File: src/rtl/core/spi_master_controller_registers_top_assert.svh
// Assertion macros shared by the SPI master register block.
// The including module must provide clk_i and rst_ni.
`ifndef SPI_MASTER_CONTROLLER_REGISTERS_TOP_ASSERT_SVH
`define SPI_MASTER_CONTROLLER_REGISTERS_TOP_ASSERT_SVH

// A property that must hold at every clock edge outside reset.
`define SPIMC_ASSERT(name, prop, msg) \
  name: assert property (@(posedge clk_i) disable iff (!rst_ni) (prop)) \
    else $error(msg);

// A condition that must be followed by another one in the next cycle.
`define SPIMC_ASSERT_NEXT(name, cond, nxt, msg) \
  `SPIMC_ASSERT(name, (cond) |=> (nxt), msg)

`endif

File: src/rtl/core/spimc_pkg.sv
// Package for the SPI master register block: register map, flag bits,
// item and result types and small helper functions. No dependencies.
`timescale 1ns / 1ps

package spimc_pkg;

  localparam int FORMAT_COUNT = 4;
  localparam int FMT_IDX_W    = (FORMAT_COUNT > 1) ? $clog2(FORMAT_COUNT) : 1;

  typedef enum logic [1:0] {
    CMD_READ  = 2'd0,
    CMD_WRITE = 2'd1,
    CMD_TICK  = 2'd2
  } cmd_e;

  // Register word offsets.
  localparam logic [6:0] REG_ENABLE   = 7'd0;
  localparam logic [6:0] REG_GCTRL    = 7'd1;
  localparam logic [6:0] REG_INT_EN   = 7'd2;
  localparam logic [6:0] REG_INT_LVL  = 7'd3;
  localparam logic [6:0] REG_FLAGS    = 7'd4;
  localparam logic [6:0] REG_PIN_CTRL = 7'd5;
  localparam logic [6:0] REG_DATA0    = 7'd14;
  localparam logic [6:0] REG_DATA1    = 7'd15;
  localparam logic [6:0] REG_BUF      = 7'd16;
  localparam logic [6:0] REG_BUF_EMU  = 7'd17;
  localparam logic [6:0] REG_CS_DELAY = 7'd18;
  localparam logic [6:0] REG_CS_DEF   = 7'd19;
  localparam logic [6:0] REG_FMT0     = 7'd20;
  localparam logic [6:0] REG_FMT_LAST = 7'(20 + FORMAT_COUNT - 1);
  localparam logic [6:0] REG_VEC0     = 7'd24;
  localparam logic [6:0] REG_VEC1     = 7'd25;

  // Bit positions.
  localparam int GC_MASTER_BIT   = 0;
  localparam int GC_LOOPBACK_BIT = 16;
  localparam int GC_ENABLE_BIT   = 24;
  localparam int IE_DMA_BIT      = 16;
  localparam int FL_OVRN_BIT     = 6;
  localparam int FL_RX_BIT       = 8;
  localparam int FL_TX_BIT       = 9;
  localparam int DC_WDEL_BIT     = 10;
  localparam int DC_HOLD_BIT     = 12;

  localparam logic [9:0] FL_ALL = 10'h340;

  // Interrupt vector codes.
  localparam logic [31:0] VEC_OVRN = 32'h13 << 1;
  localparam logic [31:0] VEC_RX   = 32'h12 << 1;
  localparam logic [31:0] VEC_TX   = 32'h14 << 1;
  localparam logic [31:0] VEC_NONE = 32'h0;

  typedef logic [FORMAT_COUNT-1:0][31:0] fmt_array_t;

  typedef struct packed {
    logic [1:0]  cmd;
    logic [6:0]  reg_index;
    logic [31:0] write_data;
    logic [3:0]  byte_enable;
    logic [15:0] peer_rx_word;
  } item_t;

  typedef struct packed {
    logic [31:0] read_data;
    logic        irq_line0;
    logic        irq_line1;
    logic        tx_dma_request;
    logic        rx_dma_request;
    logic        xfer_valid;
    logic [15:0] xfer_tx_word;
    logic [4:0]  xfer_bits;
    logic [7:0]  xfer_chip_select;
    logic        xfer_cs_hold;
  } result_t;

  function automatic logic [31:0] byte_mask(input logic [3:0] be);
    return {{8{be[3]}}, {8{be[2]}}, {8{be[1]}}, {8{be[0]}}};
  endfunction

  // Format selected by bits 9:8 of the data control half; zero if absent.
  function automatic logic [31:0] cur_fmt(input fmt_array_t fmts, input logic [15:0] dc);
    logic [1:0] sel;
    sel = dc[9:8];
    if (32'(sel) < FORMAT_COUNT) begin
      return fmts[sel[FMT_IDX_W-1:0]];
    end
    return '0;
  endfunction

  function automatic logic [31:0] int_vector(input logic [9:0]  flags,
                                             input logic [31:0] ie,
                                             input logic [31:0] lvl,
                                             input logic        line);
    logic [9:0] pend;
    pend = flags & ie[9:0] & (line ? lvl[9:0] : ~lvl[9:0]);
    if (pend[FL_OVRN_BIT]) begin
      return VEC_OVRN;
    end
    if (pend[FL_RX_BIT]) begin
      return VEC_RX;
    end
    if (pend[FL_TX_BIT]) begin
      return VEC_TX;
    end
    return VEC_NONE;
  endfunction

endpackage

File: src/rtl/core/spi_master_controller_registers_top.sv
// SPI master register block, top level: input register, state update, result register.
// The input register holds the accepted item; the result register holds its result.
// Throughput: one item per cycle unless stalled; the single pass through spimc_core sets it.
// The input register is held while the result register is stalled and full.
// Reset (rst_ni low, asynchronous) clears all but item and result data; rx_empty resets to 1.
// Depends on spimc_pkg and spimc_core.
`timescale 1ns / 1ps

module spi_master_controller_registers_top (
  input  logic        clk_i,
  input  logic        rst_ni,
  input  logic        in_valid_i,
  output logic        in_stall_o,
  input  logic [1:0]  cmd_i,
  input  logic [6:0]  reg_index_i,
  input  logic [31:0] write_data_i,
  input  logic [3:0]  byte_enable_i,
  input  logic [15:0] peer_rx_word_i,
  output logic        out_valid_o,
  input  logic        out_stall_i,
  output logic [31:0] read_data_o,
  output logic        irq_line0_o,
  output logic        irq_line1_o,
  output logic        tx_dma_request_o,
  output logic        rx_dma_request_o,
  output logic        xfer_valid_o,
  output logic [15:0] xfer_tx_word_o,
  output logic [4:0]  xfer_bits_o,
  output logic [7:0]  xfer_chip_select_o,
  output logic        xfer_cs_hold_o
);
  import spimc_pkg::*;

  logic    in_valid_q;
  item_t   item_q;
  logic    out_valid_q;
  result_t result_q;
  result_t result_d;
  logic    fire;
  logic    in_accept;

  // The held item is processed when the result register can take its result.
  assign fire       = in_valid_q && (!out_valid_q || !out_stall_i);
  assign in_stall_o = in_valid_q && !fire;
  assign in_accept  = in_valid_i && !in_stall_o;

  always_ff @(posedge clk_i or negedge rst_ni) begin
    if (!rst_ni) begin
      in_valid_q <= 1'b0;
    end else if (!in_stall_o) begin
      in_valid_q <= in_valid_i;
    end
  end

  always_ff @(posedge clk_i) begin
    if (in_accept) begin
      item_q <= '{cmd: cmd_i, reg_index: reg_index_i, write_data: write_data_i,
                  byte_enable: byte_enable_i, peer_rx_word: peer_rx_word_i};
    end
  end

  spimc_core u_core (
    .clk_i   (clk_i),
    .rst_ni  (rst_ni),
    .fire_i  (fire),
    .item_i  (item_q),
    .result_o(result_d)
  );

  always_ff @(posedge clk_i or negedge rst_ni) begin
    if (!rst_ni) begin
      out_valid_q <= 1'b0;
    end else if (fire) begin
      out_valid_q <= 1'b1;
    end else if (!out_stall_i) begin
      out_valid_q <= 1'b0;
    end
  end

  always_ff @(posedge clk_i) begin
    if (fire) begin
      result_q <= result_d;
    end
  end

  assign out_valid_o        = out_valid_q;
  assign read_data_o        = result_q.read_data;
  assign irq_line0_o        = result_q.irq_line0;
  assign irq_line1_o        = result_q.irq_line1;
  assign tx_dma_request_o   = result_q.tx_dma_request;
  assign rx_dma_request_o   = result_q.rx_dma_request;
  assign xfer_valid_o       = result_q.xfer_valid;
  assign xfer_tx_word_o     = result_q.xfer_tx_word;
  assign xfer_bits_o        = result_q.xfer_bits;
  assign xfer_chip_select_o = result_q.xfer_chip_select;
  assign xfer_cs_hold_o     = result_q.xfer_cs_hold;

endmodule

File: src/rtl/core/spimc_word_ticks.sv
// Countdown length for one word: bits times prescale plus chip-select and
// word delays. No dependencies.
`timescale 1ns / 1ps

module spimc_word_ticks (
  input  logic [31:0] fmt_i,
  input  logic [31:0] cs_delay_i,
  input  logic        hold_prev_i,
  input  logic        word_delay_i,
  output logic [13:0] ticks_o
);

  logic [8:0]  prescale;
  logic [13:0] prod;
  logic [13:0] cs_add;
  logic [13:0] wd_add;
  logic [13:0] sum;

  assign prescale = 9'(fmt_i[15:8]) + 9'd1;
  assign prod     = 14'(fmt_i[4:0]) * 14'(prescale);
  assign cs_add   = hold_prev_i ? 14'd0
                    : 14'(cs_delay_i[31:24]) + 14'(cs_delay_i[23:16]) + 14'd3;
  assign wd_add   = word_delay_i ? 14'(fmt_i[29:24]) + 14'd2 : 14'd0;
  assign sum      = prod + cs_add + wd_add;

  // A word never takes less than one tick.
  assign ticks_o  = (sum == 14'd0) ? 14'd1 : sum;

endmodule

File: src/rtl/core/spimc_core.sv
// Register state and single-pass update of the SPI master register block.
// Depends on spimc_pkg, spimc_word_ticks and the assertion macro header.
`timescale 1ns / 1ps
`include "spi_master_controller_registers_top_assert.svh"

module spimc_core (
  input  logic             clk_i,
  input  logic             rst_ni,
  input  logic             fire_i,
  input  spimc_pkg::item_t item_i,
  output spimc_pkg::result_t result_o
);
  import spimc_pkg::*;

  logic        module_enable_q, module_enable_d;
  logic [31:0] gctrl_q, gctrl_d;
  logic [31:0] int_en_q, int_en_d;
  logic [31:0] int_lvl_q, int_lvl_d;
  logic [9:0]  int_flags_q, int_flags_d;
  logic [31:0] pin_ctrl_q, pin_ctrl_d;
  logic [31:0] cs_delay_q, cs_delay_d;
  logic [31:0] cs_def_q, cs_def_d;
  fmt_array_t  fmts_q, fmts_d;
  logic [15:0] data_ctrl_q, data_ctrl_d;
  logic [15:0] tx_word_q, tx_word_d;
  logic [15:0] rx_word_q, rx_word_d;
  logic        rx_overrun_q, rx_overrun_d;
  logic        rx_empty_q, rx_empty_d;
  logic        tx_full_q, tx_full_d;
  logic        hold_prev_q, hold_prev_d;
  logic        busy_q, busy_d;
  logic [13:0] ticks_left_q, ticks_left_d;

  logic [31:0] mask;
  logic [31:0] data_v;
  logic [15:0] start_dc;
  logic [31:0] start_fmt;
  logic [31:0] fin_fmt;
  logic [13:0] word_ticks;
  logic [13:0] tick_dec;
  logic [6:0]  fmt_off;
  logic [FMT_IDX_W-1:0] fmt_sel;
  logic        do_start;
  logic        do_finish;
  logic        dma;
  logic [9:0]  pend;
  logic        tick_busy;
  logic        last_tick;
  result_t     res;

  assign mask     = byte_mask(item_i.byte_enable);
  assign data_v   = ({data_ctrl_q, tx_word_q} & ~mask) | (item_i.write_data & mask);
  // A data1 write updates the control half before the countdown is sized.
  assign start_dc = (item_i.reg_index == REG_DATA1) ? data_v[31:16] : data_ctrl_q;
  assign start_fmt = cur_fmt(fmts_q, start_dc);
  assign fin_fmt  = cur_fmt(fmts_q, data_ctrl_q);
  assign tick_dec = (ticks_left_q != 14'd0) ? ticks_left_q - 14'd1 : 14'd0;
  assign fmt_off  = item_i.reg_index - REG_FMT0;
  assign fmt_sel  = fmt_off[FMT_IDX_W-1:0];

  spimc_word_ticks u_word_ticks (
    .fmt_i       (start_fmt),
    .cs_delay_i  (cs_delay_q),
    .hold_prev_i (hold_prev_q),
    .word_delay_i(start_dc[DC_WDEL_BIT]),
    .ticks_o     (word_ticks)
  );

  always_comb begin
    module_enable_d = module_enable_q;
    gctrl_d         = gctrl_q;
    int_en_d        = int_en_q;
    int_lvl_d       = int_lvl_q;
    int_flags_d     = int_flags_q;
    pin_ctrl_d      = pin_ctrl_q;
    cs_delay_d      = cs_delay_q;
    cs_def_d        = cs_def_q;
    fmts_d          = fmts_q;
    data_ctrl_d     = data_ctrl_q;
    tx_word_d       = tx_word_q;
    rx_word_d       = rx_word_q;
    rx_overrun_d    = rx_overrun_q;
    rx_empty_d      = rx_empty_q;
    tx_full_d       = tx_full_q;
    hold_prev_d     = hold_prev_q;
    busy_d          = busy_q;
    ticks_left_d    = ticks_left_q;
    res             = '0;
    do_start        = 1'b0;
    do_finish       = 1'b0;

    case (item_i.cmd)
      CMD_READ: begin
        if (item_i.reg_index inside {[REG_FMT0:REG_FMT_LAST]}) begin
          res.read_data = fmts_q[fmt_sel];
        end else begin
          case (item_i.reg_index)
            REG_ENABLE:   res.read_data = {31'd0, module_enable_q};
            REG_GCTRL:    res.read_data = gctrl_q;
            REG_INT_EN:   res.read_data = int_en_q;
            REG_INT_LVL:  res.read_data = int_lvl_q;
            REG_FLAGS:    res.read_data = {22'd0, int_flags_q};
            REG_PIN_CTRL: res.read_data = pin_ctrl_q;
            REG_DATA0:    res.read_data = {16'd0, tx_word_q};
            REG_DATA1:    res.read_data = {data_ctrl_q, tx_word_q};
            REG_BUF: begin
              res.read_data = {rx_empty_q, rx_overrun_q, tx_full_q, 13'd0, rx_word_q};
              // Reading the buffer consumes the received word.
              rx_empty_d   = 1'b1;
              rx_overrun_d = 1'b0;
              int_flags_d[FL_RX_BIT]   = 1'b0;
              int_flags_d[FL_OVRN_BIT] = 1'b0;
            end
            REG_BUF_EMU:  res.read_data = {rx_empty_q, rx_overrun_q, tx_full_q, 13'd0,
                                           rx_word_q};
            REG_CS_DELAY: res.read_data = cs_delay_q;
            REG_CS_DEF:   res.read_data = cs_def_q;
            REG_VEC0:     res.read_data = int_vector(int_flags_q, int_en_q, int_lvl_q, 1'b0);
            REG_VEC1:     res.read_data = int_vector(int_flags_q, int_en_q, int_lvl_q, 1'b1);
            default:      res.read_data = '0;
          endcase
        end
      end
      CMD_WRITE: begin
        if (item_i.byte_enable != 4'd0) begin
          if (item_i.reg_index inside {[REG_FMT0:REG_FMT_LAST]}) begin
            fmts_d[fmt_sel] = (fmts_q[fmt_sel] & ~mask) | (item_i.write_data & mask);
          end else begin
            case (item_i.reg_index)
              REG_ENABLE: begin
                module_enable_d = mask[0] ? item_i.write_data[0] : module_enable_q;
                // Putting the module into reset clears all but the formats.
                if (!module_enable_d) begin
                  gctrl_d      = '0;
                  int_en_d     = '0;
                  int_lvl_d    = '0;
                  int_flags_d  = '0;
                  pin_ctrl_d   = '0;
                  cs_delay_d   = '0;
                  cs_def_d     = '0;
                  data_ctrl_d  = '0;
                  tx_word_d    = '0;
                  rx_word_d    = '0;
                  rx_overrun_d = 1'b0;
                  rx_empty_d   = 1'b1;
                  tx_full_d    = 1'b0;
                  hold_prev_d  = 1'b0;
                  busy_d       = 1'b0;
                  ticks_left_d = '0;
                end
              end
              REG_GCTRL:    gctrl_d    = (gctrl_q & ~mask) | (item_i.write_data & mask);
              REG_INT_EN:   int_en_d   = (int_en_q & ~mask) | (item_i.write_data & mask);
              REG_INT_LVL:  int_lvl_d  = (int_lvl_q & ~mask) | (item_i.write_data & mask);
              REG_FLAGS:    int_flags_d = int_flags_q & ~(item_i.write_data[9:0] & mask[9:0]);
              REG_PIN_CTRL: pin_ctrl_d = (pin_ctrl_q & ~mask) | (item_i.write_data & mask);
              REG_DATA0:    do_start   = 1'b1;
              REG_DATA1: begin
                data_ctrl_d = data_v[31:16];
                do_start    = |item_i.byte_enable[1:0];
              end
              REG_CS_DELAY: cs_delay_d = (cs_delay_q & ~mask) | (item_i.write_data & mask);
              REG_CS_DEF:   cs_def_d   = (cs_def_q & ~mask) | (item_i.write_data & mask);
              default: ;
            endcase
          end
        end
      end
      CMD_TICK: begin
        if (busy_q) begin
          if (tick_dec == 14'd0) begin
            do_finish = 1'b1;
          end else begin
            ticks_left_d = tick_dec;
          end
        end
      end
      default: ;
    endcase

    if (do_start && module_enable_q) begin
      tx_word_d              = data_v[15:0];
      tx_full_d              = 1'b1;
      int_flags_d[FL_TX_BIT] = 1'b0;
      if (gctrl_q[GC_ENABLE_BIT] && gctrl_q[GC_MASTER_BIT] && !busy_q) begin
        busy_d       = 1'b1;
        ticks_left_d = word_ticks;
      end
    end

    if (do_finish) begin
      if (gctrl_q[GC_LOOPBACK_BIT]) begin
        rx_word_d = tx_word_q;
      end else begin
        rx_word_d            = item_i.peer_rx_word;
        res.xfer_valid       = 1'b1;
        res.xfer_tx_word     = tx_word_q;
        res.xfer_bits        = fin_fmt[4:0];
        res.xfer_chip_select = data_ctrl_q[7:0];
        res.xfer_cs_hold     = data_ctrl_q[DC_HOLD_BIT];
      end
      if (!rx_empty_q) begin
        rx_overrun_d             = 1'b1;
        int_flags_d[FL_OVRN_BIT] = 1'b1;
      end
      rx_empty_d             = 1'b0;
      int_flags_d[FL_RX_BIT] = 1'b1;
      int_flags_d[FL_TX_BIT] = 1'b1;
      tx_full_d              = 1'b0;
      hold_prev_d            = data_ctrl_q[DC_HOLD_BIT];
      busy_d                 = 1'b0;
      ticks_left_d           = '0;
    end

    pend               = int_flags_d & int_en_d[9:0] & FL_ALL;
    dma                = int_en_d[IE_DMA_BIT] && gctrl_d[GC_ENABLE_BIT];
    res.irq_line0      = |(pend & ~int_lvl_d[9:0]);
    res.irq_line1      = |(pend & int_lvl_d[9:0]);
    res.tx_dma_request = dma && !tx_full_d;
    res.rx_dma_request = dma && !rx_empty_d;
  end

  assign result_o = res;

  always_ff @(posedge clk_i or negedge rst_ni) begin
    if (!rst_ni) begin
      module_enable_q <= 1'b0;
      gctrl_q         <= '0;
      int_en_q        <= '0;
      int_lvl_q       <= '0;
      int_flags_q     <= '0;
      pin_ctrl_q      <= '0;
      cs_delay_q      <= '0;
      cs_def_q        <= '0;
      fmts_q          <= '0;
      data_ctrl_q     <= '0;
      tx_word_q       <= '0;
      rx_word_q       <= '0;
      rx_overrun_q    <= 1'b0;
      rx_empty_q      <= 1'b1;
      tx_full_q       <= 1'b0;
      hold_prev_q     <= 1'b0;
      busy_q          <= 1'b0;
      ticks_left_q    <= '0;
    end else if (fire_i) begin
      module_enable_q <= module_enable_d;
      gctrl_q         <= gctrl_d;
      int_en_q        <= int_en_d;
      int_lvl_q       <= int_lvl_d;
      int_flags_q     <= int_flags_d;
      pin_ctrl_q      <= pin_ctrl_d;
      cs_delay_q      <= cs_delay_d;
      cs_def_q        <= cs_def_d;
      fmts_q          <= fmts_d;
      data_ctrl_q     <= data_ctrl_d;
      tx_word_q       <= tx_word_d;
      rx_word_q       <= rx_word_d;
      rx_overrun_q    <= rx_overrun_d;
      rx_empty_q      <= rx_empty_d;
      tx_full_q       <= tx_full_d;
      hold_prev_q     <= hold_prev_d;
      busy_q          <= busy_d;
      ticks_left_q    <= ticks_left_d;
    end
  end

  assign tick_busy = busy_q && (item_i.cmd == CMD_TICK);
  assign last_tick = fire_i && tick_busy && (ticks_left_q < 14'd2);

  `SPIMC_ASSERT(a_idle_count_zero, !busy_q |-> (ticks_left_q == 14'd0), "count left while idle")
  `SPIMC_ASSERT(a_empty_no_overrun, rx_empty_q |-> !rx_overrun_q, "overrun with empty buffer")
  `SPIMC_ASSERT(a_busy_enabled, busy_q |-> module_enable_q, "busy while module in reset")
  `SPIMC_ASSERT_NEXT(a_last_tick_ends, last_tick, !busy_q, "exchange did not end on its last tick")
  `SPIMC_ASSERT(a_xfer_needs_tick, result_o.xfer_valid |-> tick_busy, "exchange without a tick")

endmodule

File: config.mk
export PLATFORM = sky130hd
export DESIGN_NAME = spi_master_controller_registers_top
export DESIGN_NICKNAME = d
export VERILOG_FILES = /design/src/rtl/core/spimc_pkg.sv /design/src/rtl/core/spi_master_controller_registers_top.sv /design/src/rtl/core/spimc_word_ticks.sv /design/src/rtl/core/spimc_core.sv
export VERILOG_INCLUDE_DIRS = /design/src /design/src/rtl/core
export SDC_FILE = /design/constraint.sdc
export NUM_CORES = 1
export LEC_CHECK = 0
export ABC_CLOCK_PERIOD_IN_PS = 7700
export BUFFER_PORTS_ARGS = -buffer_cell sky130_fd_sc_hd__buf_2
export CAP_MARGIN = 20
export CORE_MARGIN = 1
export CORE_UTILIZATION = 56
export CTS_CLUSTER_DIAMETER = 80
export DETAILED_ROUTE_END_ITERATION = 7
export GPL_TIMING_DRIVEN = 0
export PLACE_DENSITY = 0.77
export SYNTH_ARGS = -nofsm -noshare
export SYNTH_HDL_FRONTEND = slang
export SYNTH_HIERARCHICAL = 1
export SYNTH_SLANG_ARGS = --single-unit
File: constraint.sdc
create_clock -name clk_i -period 7.7 [get_ports clk_i]
set_clock_uncertainty 0.05 [all_clocks]
set_input_delay 0.385 -clock clk_i [delete_from_list [all_inputs] [get_ports clk_i]]
set_output_delay 0.385 -clock clk_i [all_outputs]
set_load 0.005 [all_outputs]
* Yosys cells after proc, flatten, opt, wreduce, memory -nomap -nowiden
Cells that the tools add are included.
Storage, ports and cells: bits in registers 528, bits of input ports 65, output and inout bits 69, word-level logic and storage cells 324
Operators by class: $add $sub $neg 8, multiply operators 1, $lt $le $gt $ge 6, eq/ne operators 21, multiplexer cells 162, bitwise gates (word level) 31, reduce and logical (&&, ||, !) cells 54
Operators with widths (count):
- $mux W32 | 19
- $pmux W32 S13 | 1
- $pmux W32 S2 | 6
- $and A32 B32 Y32 | 9
- $or A32 B32 Y32 | 8
- $bmux W32 S2 | 3
- $mux W14 | 11
- $bwmux W128 | 1
- $mux W16 | 8
- $mux W1 | 84
- $and A10 B10 Y10 | 8
- $mux W25 | 3
- $mux W10 | 7
- $demux W32 S2 | 1
- $reduce_and A6 Y1 | 9
- $mux W17 | 3
- $eq A7 B5 Y1 const B | 6
- $not A32 Y32 | 1
- $pmux W16 S2 | 1
- $mux W31 | 1
- $mux W30 | 1
- $not A10 Y10 | 3
- $logic_not A14 Y1 | 2
- $pmux W14 S2 | 1
- other kinds (41) | 86

* Logic depth before layout (Yosys ltp)
depth after elaboration 20, gate-level depth with buffers 31, gate-level depth less buffers 29

* Cells and area by module
The synthesis kept the hierarchy.
Modules (own cells, without submodules):
- spimc_core | instances 1, cells an instance 2181, area an instance 21267.9 um^2, seq. area each 9960.8 um^2
- spi_master_controller_registers_top | instances 1, cells an instance 136, area an instance 3936.3 um^2, seq. area each 3893.7 um^2
- spimc_word_ticks | instances 1, cells an instance 315, area an instance 2707.6 um^2, seq. area each 0.0 um^2

* Least setup slack after synthesis
No wires, ideal clock.
path type register to register, from register out_valid_q (netlist: out_valid_o), to register u_core.pin_ctrl_q[28], setup time 66 ps, data arrival time 8097 ps, path slack -513 ps, cell stages (with the launch flop) 11, path buffers 2, path through dfrtp_1 > a21boi_0 > nand2_1 > a211oi_1 > o31a_1 > clkbuf_1 > and2_1 > clkbuf_1 > nand2_1 > o21ai_0 > a22o_1
Between the ends: cells in the longest elaborated chain, start to end 4
RTL lines:
- start: declaration | RTL line spi_master_controller_registers_top.sv:36 | logic out_valid_q;
- start signal: assignment | RTL line spi_master_controller_registers_top.sv:72 | out_valid_q <= 1'b0;
- start signal: assignment | RTL line spi_master_controller_registers_top.sv:74 | out_valid_q <= 1'b1;
- start signal: assignment | RTL line spi_master_controller_registers_top.sv:76 | out_valid_q <= 1'b0;
- $logic_not A1 Y1 | RTL line spi_master_controller_registers_top.sv:43 | assign fire = in_valid_q && (!out_valid_q || !out_stall_i);
- $logic_or A1 B1 Y1 | RTL line spi_master_controller_registers_top.sv:43
- $logic_and A1 B1 Y1 | RTL line spi_master_controller_registers_top.sv:43
- net fire | RTL line spi_master_controller_registers_top.sv:39 | logic fire;
- $reduce_and A6 Y1 (no source line)
- end signal: assignment | RTL line spimc_core.sv:251 | pin_ctrl_q <= pin_ctrl_d;
- end: declaration | RTL line spimc_core.sv:20 | logic [31:0] pin_ctrl_q, pin_ctrl_d;
The timed path passes the listed nets, and every way through them passes these cells. A chain may end at the register's enable or synchronous reset.

* Worst setup path in the final report
from register item_q[56] (netlist bit), to register u_core.ticks_left_q[0]
Between the ends: cells in the longest elaborated chain, start to end 13
RTL lines:
- start: declaration | RTL line spi_master_controller_registers_top.sv:35 | item_t item_q;
- start signal: assignment | RTL line spi_master_controller_registers_top.sv:57 | item_q <= '{cmd: cmd_i, reg_index: reg_index_i, write_data: write_data_i,
- $eq A7 B4 Y1 | RTL line spimc_core.sv:54 | assign start_dc = (item_i.reg_index == REG_DATA1) ? data_v[31:16] : data_ctrl_q;
- $mux W11 | RTL line spimc_core.sv:54
- $bmux W32 S2 | RTL line spimc_pkg.sv:85 | return fmts[sel[FMT_IDX_W-1:0]];
- $mux W30 (implied by the code) | RTL line spimc_pkg.sv:85
- net u_core.start_fmt[9] | RTL line spimc_core.sv:37 | logic [31:0] start_fmt;
- $add A8 B1 Y9 | RTL line spimc_word_ticks.sv:19 | assign prescale = 9'(fmt_i[15:8]) + 9'd1;
- $mul A5 B9 Y14 | RTL line spimc_word_ticks.sv:20 | assign prod = 14'(fmt_i[4:0]) * 14'(prescale);
- $add A14 B10 Y14 | RTL line spimc_word_ticks.sv:24 | assign sum = prod + cs_add + wd_add;
- $add A14 B7 Y14 | RTL line spimc_word_ticks.sv:24
- $logic_not A14 Y1 | RTL line spimc_word_ticks.sv:27 | assign ticks_o = (sum == 14'd0) ? 14'd1 : sum;
- $mux W14 | RTL line spimc_word_ticks.sv:27
- net u_core.word_ticks[0] | RTL line spimc_core.sv:39 | logic [13:0] word_ticks;
- $mux W14 | RTL line spimc_core.sv:185 | if (gctrl_q[GC_ENABLE_BIT] && gctrl_q[GC_MASTER_BIT] && !busy_q) begin
- $mux W14 | RTL line spimc_core.sv:181 | if (do_start && module_enable_q) begin
- $mux W14 | RTL line spimc_core.sv:191 | if (do_finish) begin
- end signal: assignment | RTL line spimc_core.sv:263 | ticks_left_q <= ticks_left_d;
- end: declaration | RTL line spimc_core.sv:32 | logic [13:0] ticks_left_q, ticks_left_d;
The timed path passes the listed nets, and every way through them passes these cells. The select of a mux whose other input is x is not followed.

==> out/results.ini <==
[detailed_routing]
first_pass_iters=8
drtIter0Drc=3951
wirelength_um=99900
vias_per_cell=6.79
routedWlPerCell_um=27.6
ant_nets=0
vias=24600
drc_errors=9

[sta]
grt_setup_unrepaired=yes
timing.hold.ws_ns=0.227
tightest_slew_ns=1.14
post-route-period-util=1.01
slew_headroom=0.240
setup_slack_ns=-0.0921
final-hold-violation-count=0
clock.fmax_mhz=128
final-setup-viol-count=1
slew_viol_final=0
min_period_ns=7.79
setup_tns_ns=-0.0921

[grt]
grt_pass1_wl_um=149000
antenna_found_initial=2
grt_start_max_net_pins=123
grt.total_usage=0.400
grt-ovfl-total=0
grt_pass1_vias=23900

[worst_setup_path]
endpoint_kind=flip-flop
critical_path_arrival_ns=8.27
critPathRequiredTime_ns=8.17
max_stage_delay_ns=0.64
crit_slowest_cell=mux4_2
worstPathMaxFanout=9
reg2reg_setup_slack_ns=-0.09
r2r-end=u_core/ticks_left_q[0]
worstSetupStartpointType=flip-flop
reg2reg_depth=28
reg2reg_from=item_q[56]
critical_path_class=flip-flop to flip-flop
crit_path_frequent_cell=fa_1

[floorplanning]
core-area_sq_um=48700
initial_utilization=0.567
die_area_sq_um=50200
ioPinCount=134
rows=81
die_height_um=224
die_w_um=224

[power_and_ir_drop]
p_sw_mw=1.63
seq_power_share=0.474
internal_power_mw=4.79
power.density_nw_per_um2=198
p_leak_nw=13.5
power_mw=6.42
p_clk_frac=0.444
p_sw_frac=0.253
ir_worst_vdd_mv=0.196
combPwrFrac=0.083

[synth]
syn-num-nets=2774
ys_warn_count=6
synth_cells=2619
avgSynthCellArea_sq_um=10.5
syn_area_sq_um=27600

[cells_and_area]
drive_gt1_frac=0.136
layout_common_cells=dfrtp_1, nand2_1, o21ai_0
layout_commonest_cell=dfrtp_1
layout.nets=3059
syn2layout_area_growth_pct=17.4

[cts]
root_buffer=clkbuf_16
clock_sinks=528
path_clk_slew_ns=0.07
cts_buffers=57
clock_latency_ns=0.66
cts_buffer_depth=3
cts_tree=built
htree_levels=2

[outcome]
violations=design-rule violations, negative setup slack
status=finished, violations left

[placement]
place_congestion=1.03
hpwl_um=70900
io_buffers=133

[run]
drv_cap=0

[worst_hold_path]
min_path_type=input port to async pin

worst max-delay path by stage:
stage | cells past startpoint | endpoint | startpoint | slack [ns]
6_report | 28 | u_core/ticks_left_q[0] | item_q[56] | -0.09
4_1_cts | 28 | u_core/ticks_left_q[0] | item_q[56] | 0.01
5_1_grt | 28 | u_core/ticks_left_q[0] | item_q[56] | -0.34
3_5_place_dp | 27 | u_core/ticks_left_q[0] | item_q[57] | -1.74
2_1_floorplan | 29 | u_core/ticks_left_q[0] | item_q[57] | 0.04
3_3_place_gp | 8 | u_core/cs_delay_q[15] | out_valid_o | -2.32
per-layer routing:
layer  part of all wire  global-route usage
met1               0.38               0.535
met5           0.000090                   0
met2               0.43               0.584
met4              0.057               0.196
met3               0.13               0.134
worst max-delay path: cells and delay by family, from the launching register on:
family                     cells  cell delay, ns
DFF                            1            0.42
xor gates and xnor gates       1            0.16
muxes                          2            0.91
buffers and inverters          2            0.35
AOI/OAI and AO/OA              4            0.81
adders and majority gates      6            2.38
and+or+nand+nor               13            2.58
flip-flops by register name, indices dropped and copies added (netlist names), 14 cells and up:
name	cells
u_core/gctrl_q	32
u_core/fmts_q	128
item_q	61
xfer_tx_word_o	16
u_core/pin_ctrl_q	32
read_data_o	32
u_core/rx_word_q	16
u_core/int_en_q	32
u_core/int_lvl_q	32
u_core/cs_def_q	32
u_core/cs_delay_q	32
u_core/tx_word_q	16
u_core/data_ctrl_q	16
u_core/ticks_left_q	14
metrics by stage:
stage                     cells  instance area (sq um)  setup WS, ns   util
final                      3618                  32400       -0.0921  0.665
after global routing       3616                  32400        -0.341  0.665
after CTS                  3609                  32300        0.0147  0.662
after detailed placement   3426                  29300         -1.74  0.602
after global placement     3416                  29100         -2.32  0.597
after floorplan            2619                  27600        0.0446      -
final cells by class:
cell class	instances	area, sq um
fillers	3733	16300
flip-flops and latches	528	13900
multi-input cells	1762	12800
repair buffers	229	1690
clock buffers	77	1650
well taps	664	831
plain buffers	189	777
inverters	137	514
clock inverters	30	319
diodes	2	5.00
power by group through the flow:
stage / clock network [mW] / logic, mW / registers [mW]
3_3_place_gp: 0 / 0.452 / 3.09
2_1_floorplan: 0 / 0.262 / 3.06
6_report: 2.85 / 0.529 / 3.04
4_1_cts: 2.86 / 0.511 / 3.03
3_5_place_dp: 0 / 0.478 / 3.08
5_1_grt: 2.98 / 0.569 / 3.04
timing repair:
| item | 4_1_cts | 5_1_grt |
|---|---|---|
| gates resized for setup | 34 | 15 |
| hold buffers | 65 | 0 |
| setup buffers | 14 | 5 |
| endpoints found under the setup margin | 11 | 2 |
| pin swaps | 12 | 16 |
| hold endpoints to repair | 117 | 0 |
Note: power is estimated with default switching activity, not from simulation.
